<file path="src/rtl/plob_pkg.sv">
// Shared types and constants for the price-level order book.
// No dependencies; every other file of the block imports this package.
package plob_pkg;

   localparam int PRICE_W = 32;
   localparam int QTY_W = 32;
   localparam int MID_W = 33;
   localparam int MODE_W = 2;
   localparam int DEPTH_W = 5;
   localparam int DEFAULT_BOOK_DEPTH = 16;
   localparam int MAX_RESULTS = 16;
   localparam logic [DEPTH_W-1:0] DEPTH_RESET = 5'd16;

   typedef enum logic [MODE_W-1:0] {
      MODE_UPDATE   = 2'd0,
      MODE_CLEAR    = 2'd1,
      MODE_SNAPSHOT = 2'd2,
      MODE_LIST     = 2'd3
   } mode_type;

   typedef enum logic [1:0] {
      OP_NONE,
      OP_PUT,
      OP_DROP,
      OP_CLEAR
   } cell_op_type;

   typedef struct packed {
      logic               valid;
      logic [PRICE_W-1:0] price;
      logic [QTY_W-1:0]   qty;
   } level_type;

   typedef struct packed {
      cell_op_type        op;
      logic [PRICE_W-1:0] price;
      logic [QTY_W-1:0]   qty;
   } cell_cmd_type;

endpackage

</file>
<file path="src/rtl/plob_cell.sv">
// One price-level cell of a sorted side chain.
// Depends on plob_pkg for the level and command types.
module plob_cell
   import plob_pkg::*;
(
   input  logic         clock,
   input  logic         reset,
   input  logic         asc,
   input  cell_cmd_type cmd,
   input  logic         found,
   input  logic         keep,
   input  logic         up_better,
   input  level_type    up_level,
   input  level_type    down_level,
   output logic         better,
   output logic         eq,
   output level_type    level
);

   level_type lvl_ff;
   level_type lvl_in;

   // An empty cell counts as worse than any incoming price.
   assign better = !lvl_ff.valid ||
                   (asc ? (cmd.price < lvl_ff.price) : (cmd.price > lvl_ff.price));
   assign eq = lvl_ff.valid && (cmd.price == lvl_ff.price);
   assign level = lvl_ff;

   always_comb begin
      lvl_in = lvl_ff;
      case (cmd.op)
         OP_PUT: begin
            if (found) begin
               if (eq) lvl_in.qty = cmd.qty;
            end else if (better) begin
               if (up_better) begin
                  lvl_in = up_level;
               end else begin
                  lvl_in.valid = 1'b1;
                  lvl_in.price = cmd.price;
                  lvl_in.qty = cmd.qty;
               end
            end
         end
         OP_DROP: begin
            if (found && (better || eq)) lvl_in = down_level;
         end
         OP_CLEAR: lvl_in.valid = 1'b0;
         default: ;
      endcase
      if (!keep) lvl_in.valid = 1'b0;
   end

   always_ff @(posedge clock) begin
      if (reset) begin
         lvl_ff.valid <= 1'b0;
      end else begin
         lvl_ff <= lvl_in;
      end
   end

endmodule

</file>
<file path="src/rtl/plob_side.sv">
// One side of the book: a sorted chain of price-level cells with depth trimming.
// Depends on plob_pkg and plob_cell.
module plob_side
   import plob_pkg::*;
#(
   parameter int DEPTH = DEFAULT_BOOK_DEPTH
) (
   input  logic         clock,
   input  logic         reset,
   input  logic         asc,
   input  cell_cmd_type cmd,
   input  logic         trim_en,
   input  logic [DEPTH_W-1:0] depth,
   output level_type    levels [DEPTH]
);

   localparam int CMP_W = 7;

   logic [DEPTH-1:0] better_vec;
   logic [DEPTH-1:0] eq_vec;
   logic             found;

   assign found = |eq_vec;

   for (genvar i = 0; i < DEPTH; i++) begin : g_cell
      localparam logic [CMP_W-1:0] CELL_IDX = CMP_W'(i);
      logic      keep;
      logic      up_better;
      level_type up_level;
      level_type down_level;

      // Cell zero always survives trimming, so a depth of zero acts as one.
      assign keep = !trim_en || (i == 0) || (CELL_IDX < CMP_W'(depth));

      if (i == 0) begin : g_head
         assign up_better = 1'b0;
         assign up_level = '0;
      end else begin : g_body
         assign up_better = better_vec[i-1];
         assign up_level = levels[i-1];
      end

      if (i == DEPTH - 1) begin : g_tail
         assign down_level = '0;
      end else begin : g_mid
         assign down_level = levels[i+1];
      end

      plob_cell u_cell (
         .clock      (clock),
         .reset      (reset),
         .asc        (asc),
         .cmd        (cmd),
         .found      (found),
         .keep       (keep),
         .up_better  (up_better),
         .up_level   (up_level),
         .down_level (down_level),
         .better     (better_vec[i]),
         .eq         (eq_vec[i]),
         .level      (levels[i])
      );
   end

endmodule

</file>
<file path="config.mk">
export PLATFORM = sky130hd
export DESIGN_NAME = plob_side
export DESIGN_NICKNAME = d
export VERILOG_FILES = /design/src/rtl/plob_pkg.sv /design/src/rtl/plob_cell.sv /design/src/rtl/plob_side.sv
export SDC_FILE = /design/constraint.sdc
export NUM_CORES = 2
export LEC_CHECK = 0
export BUFFER_PORTS_ARGS = -buffer_cell sky130_fd_sc_hd__buf_2
export CAP_MARGIN = 20
export CORE_AREA = 2 2 438 440
export CTS_BUF_LIST = sky130_fd_sc_hd__clkbuf_4 sky130_fd_sc_hd__clkbuf_8 sky130_fd_sc_hd__clkbuf_16
export DETAILED_ROUTE_END_ITERATION = 16
export DIE_AREA = 0 0 440 442
export PLACE_DENSITY = 0.54
export SYNTH_ARGS = -nofsm -noshare
export SYNTH_HDL_FRONTEND = slang
export SYNTH_HIERARCHICAL = 1
export SYNTH_SLANG_ARGS = --single-unit
</file>
<file path="constraint.sdc">
create_clock -name clock -period 17.7 [get_ports clock]
set_input_delay 3.54 -clock clock [delete_from_list [all_inputs] [get_ports clock]]
set_output_delay 3.54 -clock clock [all_outputs]
set_load 0.005 [all_outputs]
</file>
# Word-level counts from Yosys, hierarchy flattened
# Cells that the tools add are included.
[totals] reg_bits=1040 output_inout_bits=1040 elab_cells=500
[op_classes] order_cmp=47 n_eq_ne=84 n_reduce_logical=162 n_mux=143 bitwise=16
[op_table] operator="$mux 65" count=47
[op_table] operator="$pmux 64 s2" count=16
[op_table] operator="$mux 32" count=32
[op_table] operator="$mux 33" count=16
[op_table] operator="$eq 32x32->1" count=16
[op_table] operator="$gt 32x32->1" count=16
[op_table] operator="$lt 32x32->1" count=16
[op_table] operator="$reduce_and 5->1" count=32
[op_table] operator="$ne 2x1->1 const B" count=32
[op_table] operator="$reduce_and 4->1" count=16
[op_table] operator="$ne 3x1->1 const B" count=16
[op_table] operator="$pmux 1 s3" count=16
[op_table] operator="$logic_or 1x1->1" count=47
[op_table] operator="$ne 3x2->1 const B" count=15
[op_table] operator="$lt 4x5->1 const A" count=8
[op_table] operator="$logic_and 1x1->1" count=32
[op_table] operator="$reduce_or 2->1" count=15
[op_table] operator="$lt 3x5->1 const A" count=4
[op_table] operator="$logic_not 1->1" count=17
[op_table] operator="$mux 1" count=16
[op_table] operator="$not 1->1" count=16
[op_table] operator="$reduce_or 16->1" count=1
[op_table] operator="$lt 2x5->1 const A" count=2
[op_table] operator="$lt 1x5->1 const A" count=1
[op_table] operator="6 further kinds" count=7

# Longest topological paths before layout
[depth] ltp_word=7 ltp_mapped=15

# Cells and area by module
# Netlist, hierarchy kept.
[modules_own_cells] module="plob_cell at g_cell[0].u_cell ..." seq_area_each_um2=1941.9 instances=14 cells_per_inst=427 area_per_inst_um2=4272.8
[modules_own_cells] module="plob_cell at g_cell[8].u_cell ..." seq_area_each_um2=1941.9 instances=2 cells_per_inst=420 area_per_inst_um2=4250.3
[modules_own_cells] module="plob_side" seq_area_each_um2=0.0 instances=1 cells_per_inst=33 area_per_inst_um2=171.4

# Worst setup path after synthesis
# OpenSTA, ideal clock, no wires.
[synth_path] path_type="input port to flip-flop" from="input port cmd[63] (netlist bit)" to="register g_cell[8].u_cell.lvl_ff (netlist bit g_cell[8].u_cell/level[0]) (enable)" slack_ns=7.500 path_buffers=0 t_required_ns=17.230 t_arrival_ns=9.730 stages=11 setup_ns=0.470 cell_sequence="ha_1 -> and4_1 -> nand4_1 -> nor4_2 -> and3_1 -> and2_1 -> nor4_1 -> nand4_1 -> nand2b_1 -> a21o_1 -> a211oi_1"
[synth_rtl] element="from (decl)" line_no="plob_side.sv:11" rtl="input cell_cmd_type cmd,"
[synth_rtl] element="$eq 32x32->1 *" line_no="plob_cell.sv:26" rtl="assign eq = lvl_ff.valid && (cmd.price == lvl_ff.price);"
[synth_rtl] element="$logic_and 1x1->1 *" line_no="plob_cell.sv:26"
[synth_rtl] element="named net eq_vec[8]" line_no="plob_side.sv:20" rtl="logic [DEPTH-1:0] eq_vec;"
[synth_rtl] element="$reduce_or 16->1 *" line_no="plob_side.sv:23" rtl="assign found = |eq_vec;"
[synth_rtl] element="named net found" line_no="plob_side.sv:21" rtl="logic found;"
[synth_rtl] element="$logic_and 1x1->1" line_no="plob_cell.sv:46" rtl="if (found && (better || eq)) lvl_in = down_level;"
[synth_rtl] element="$ne 2x1->1 (no line)"
[synth_rtl] element="$reduce_and 5->1 (no line) *"
[synth_rtl] element="to (signal assigned)" line_no="plob_cell.sv:58" rtl="lvl_ff <= lvl_in;"
[synth_rtl] element="to (decl)" line_no="plob_cell.sv:20" rtl="level_type lvl_ff;"
# Mark *: on every way through the listed nets, which the timed path passes. The rest lies on a longest branch.
# A chain may end at the register's enable or synchronous reset.

# Worst setup path after layout
[layout_path] from="input port cmd[63] (netlist bit)" to="register g_cell[7].u_cell.lvl_ff (netlist bit g_cell[7].u_cell/level[48]) (enable)"
[layout_rtl] element="$eq 32x32->1 *" line_no="plob_cell.sv:26"
[layout_rtl] element="$logic_and 1x1->1 *" line_no="plob_cell.sv:26"
[layout_rtl] element="named net eq_vec[9]" line_no="plob_side.sv:20"
[layout_rtl] element="$reduce_or 16->1 *" line_no="plob_side.sv:23"
[layout_rtl] element="named net found" line_no="plob_side.sv:21"
[layout_rtl] element="$logic_and 1x1->1" line_no="plob_cell.sv:46"
[layout_rtl] element="$ne 2x1->1 (no line)"
[layout_rtl] element="$reduce_and 5->1 (no line) *"
[layout_rtl] element="to (signal assigned)" line_no="plob_cell.sv:58"
[layout_rtl] element="to (decl)" line_no="plob_cell.sv:20"
# Marked as above.

==> summary.md <==
| Metric | Value |
|---|---|
| Status | `complete, but fails checks` |
| Failing checks | `max-slew violations` |
| Clk buf depth | `3` |
| LEAKAGE | `around 39 nW` |
| Clk pwr share | `37.9%` |
| Main combinational cell family by area after synthesis | `multiplexers` |
| DP Wirelength | `roughly 220 mm` |
| Max FFs per register | `about 1,000` |
| Largest net degree at the start of global routing | `between 100 and 150` |
| Hold_ws | `around 570 ps` |
| Hold endpoint | `g_cell[14].u_cell/level[7]` |
| Vias in the first global route | `about 58,000` |
| Combinational share of power | `roughly 17%` |
| Setup bufs post-CTS | `0` |
| Register area share after synthesis | `45.4%` |
| Routability cong. | `0.941` |
| Crit path DAT | `around 8700 ps` |
| Core area | `0.190 mm2` |
| CTS root buffer | `clkbuf_16` |
| Hold path start | `g_cell[15].u_cell/level[7]` |
| CP max stage cell | `a21oi_4` |
| #FFs+latches synth | `1,040` |
| DRT Wirelength | `288 mm` |
| CP Class | `primary input to register` |
| Final setup vio count | `0` |
| Pins Over Slew Limit | `33` |
| Mapped Area | `0.0685 mm2` |
| Cell Int Power | `slightly below 5 mW` |
| Power density cells | `86.5 mW/mm2` |
| CTS tree | `yes` |
| Synth area leader | `edfxtp_1` |
| Final worst-path cycle share | `47.1%` |
| Worst R2R Start | `g_cell[1].u_cell/level[53]` |
| Fin util | `between 40% and 50%` |
| Setup TNS | `0 ps` |
| Vias per cell | `5.53` |
| Clock latency on the worst-skew pair | `800 ps` |
| Worst R2R End | `g_cell[7].u_cell/level[48]` |
| Crit path largest cell delay | `930 ps` |
| Layout cells sized above 1 | `19.5%` |
| CP endpoint kind | `register` |
| Crit-path most repeated cell | `buf_4` |
| DP Worst Slack | `8530 ps` |
| Max-cap viol count | `0` |
| DR WL/cell | `around 27 um` |
| H-tree depth | `4` |
| Design area | `0.0819 mm2` |
| IO Pins | `1,115` |
| Synth Area in Simple Gates | `between 10% and 20%` |
| Yosys cell types | `52` |
| Total grt overflow | `0` |
| Sink Count | `1,040` |
| RSZ-0062 raised after global routing | `false` |
| Die footprint | `between 0.15 and 0.2 mm2` |
| Syn Inst Count | `about 6,900` |
| Peak VDD IR | `~63 uV` |
| Clk pin slew, worst setup/hold paths | `about 60 ps` |
| Initial antenna violation count | `14` |
| Die W | `440 um` |
| Critical Path RT | `18,090 ps` |
| Compound-gate portion of the synthesized area | `13.0%` |
| Fmax | `120 MHz` |
| Crit-path leading delay family | `simple AND/OR/NAND/NOR gates` |
| Post-DP Area | `0.0776 mm2` |
| Final Hold Viols | `0` |
| Post-synth ARST share | `0%` |
| Total track usage | `between 20% and 30%` |
| Syn_area_per_cell | `10.0 um2` |
| Setup Skew | `around 35 ps` |
| Crit start category | `primary input` |
| Post_cts resized | `0` |
| Tmin final | `8330 ps` |
| Pre-antenna DRT Iters | `5` |
| Switch Pwr | `between 2 and 2.5 mW` |
| Final Total Pwr | `7.09 mW` |
| DR DRC count | `0` |
| WP buf/inv | `4` |
| Switching Fraction | `30.3%` |
| Placed insts | `10,300` |
| CTS buffer count | `135` |
| Rows | `160` |
| Slew HR | `-192%` |
| Flop pwr share | `44.8%` |
| Post-Synth Adder-Cell Area | `10.2%` |
| Vias | `a little under 60,000` |
| FF-to-FF path depth | `12` |
| Global-route wire length before repair | `411 mm` |
| Cell Chain, Critical Path | `buf_2 -> buf_4 -> ha_1 -> and4_1 -> nand4_1 -> nor4_2 -> and3_1 -> and2_1 -> nor4_1 -> nand4_1 -> buf_4 -> buf_4 -> o21ai_0 -> a21oi_4` |
| Synth Area in XOR/XNOR | `0%` |
| Post-Layout Cell Count | `between 10,000 and 15,000` |
| Syn. warnings | `6` |
| Primary FF master, synth | `edfxtp_1` |
| Worst Hold Depth | `2` |
| Die Ht | `between 400 and 500 um` |
| Initial core utilization | `between 30% and 40%` |
| IO Port Bufs | `1,114` |
| Reg2reg setup slack | `12,080 ps` |
| Area Growth Syn to Fin | `19.6%` |
| Max Fanout on Critical Path | `48` |
| Post-synthesis mux area share | `15.3%` |
| ANT nets after route | `0` |
| Hold WC Path Type | `register to register` |
| Worst setup margin | `9370 ps` |
| Nets@finish | `8,608` |
| Share of the synthesized area in the top cell type | `44.9%` |
| DRT iter0 DRCs | `4,238` |
| Worst slew pin tran | `about 4400 ps` |
| Synth top area cells | `edfxtp_1 (45%), mux2i_1 (15%), ha_1 (10%), o21ai_0 (8.1%), nand2_1 (6.4%)` |
| Cts hold-fix bufs | `0` |
| EDFF count, synth | `1,024` |
worst max-delay path by stage:
stage	startpoint	end	slack, ps	cells after the start
detailed placement	cmd[35]	g_cell[6].u_cell/level[51]	8530	14
finish	cmd[63]	g_cell[7].u_cell/level[48]	9370	14
global route	cmd[35]	g_cell[6].u_cell/level[53]	9190	14
CTS	cmd[35]	g_cell[6].u_cell/level[45]	9370	14
global placement	cmd[35]	g_cell[7].u_cell/level[49]	8620	14
floorplan	cmd[63]	g_cell[8].u_cell/level[0]	7500	11
cell usage after synthesis (4+ instances only):
cell type and n:
o21a_1 28, and4_1 4, o21ai_2 14, o21bai_2 14
a21o_1 10, o311a_1 14, nand2_1 1174, a211oi_1 58
nor3_1 71, inv_2 14, o41ai_1 14, inv_1 577
nor4_1 6, ha_1 560, nand3_1 7, nand2b_1 47
a221o_1 4, nor4bb_1 16, a21oi_1 219, o2111a_1 14
nor2_1 94, nor2b_4 14, o21ai_0 1111, a221oi_1 4
nor2b_1 22, clkbuf_1 274, mux2_4 16, edfxtp_1 1024
o21ai_1 46, nand3b_1 16, and2b_1 14, buf_4 28
nand4_1 121, mux2i_1 1024, buf_1 38, a21boi_0 16
and3_1 16, a2bb2oi_1 14, o211ai_2 14, and2_1 18
dfxtp_1 16, buf_2 28
power by group through the flow:
| stage | combinational (mW) | clock (mW) | sequential (mW) |
|---|---|---|---|
| after global routing | 1.37 | 2.82 | 3.18 |
| after global placement | 1.18 | 0 | 3.23 |
| after CTS | 1.23 | 2.74 | 3.18 |
| after detailed placement | 1.22 | 0 | 3.23 |
| final | 1.23 | 2.68 | 3.18 |
| after floorplan | 0.711 | 0 | 3.11 |
tightest hold or removal path: stages, from the launching register on:
cell and delay, ps:
edfxtp_1 350, nand2_1 50, o21ai_0 60
placed cells by master, fill, tap and decap left out, types with 132 or more instances in the layout:
| master | count |
|---|---|
| inv_1 | 577 |
| mux2i_1 | 1024 |
| ha_1 | 544 |
| edfxtp_1 | 1024 |
| a21oi_1 | 203 |
| nand2_1 | 1174 |
| o21ai_0 | 1111 |
| buf_2 | 1114 |
| clkbuf_16 | 139 |
| conb_1 | 132 |
kinds of logic (layout without fill, tap and decap cells):
logic type | Yosys count | in the layout
AOI/OAI and AO/OA | 1604 | 1604
DFF | 1040 | 1040
buffers and inverters | 959 | 2053
muxes | 1040 | 1040
adders and majority gates | 560 | 560
and+or+nand+nor | 1646 | 1646
other | 2 | 143
area by class of cell:
cell class / count / area (um2)
Sequential cell: 1040 / 31100
Clock buffer: 170 / 3720
Multi-Input combinational cell: 4982 / 34800
Inverter: 591 / 2220
Clock inverter: 69 / 440
Timing Repair Buffer: 1223 / 6470
Fill cell: 18600 / 108000
Antenna cell: 11 / 27.5
Tap cell: 2511 / 3140
metal layers:
layer | GRT usage [%] | up-vias | share of wire [%]
li1 | - | 26800 | -
met1 | 31.4 | 29200 | 36
met2 | 50.7 | 2019 | 51
met3 | 6.60 | 511 | 6.9
met4 | 15.4 | 6 | 6.1
met5 | 0 | - | 0.013
Power figures use the tool's default switching activity.
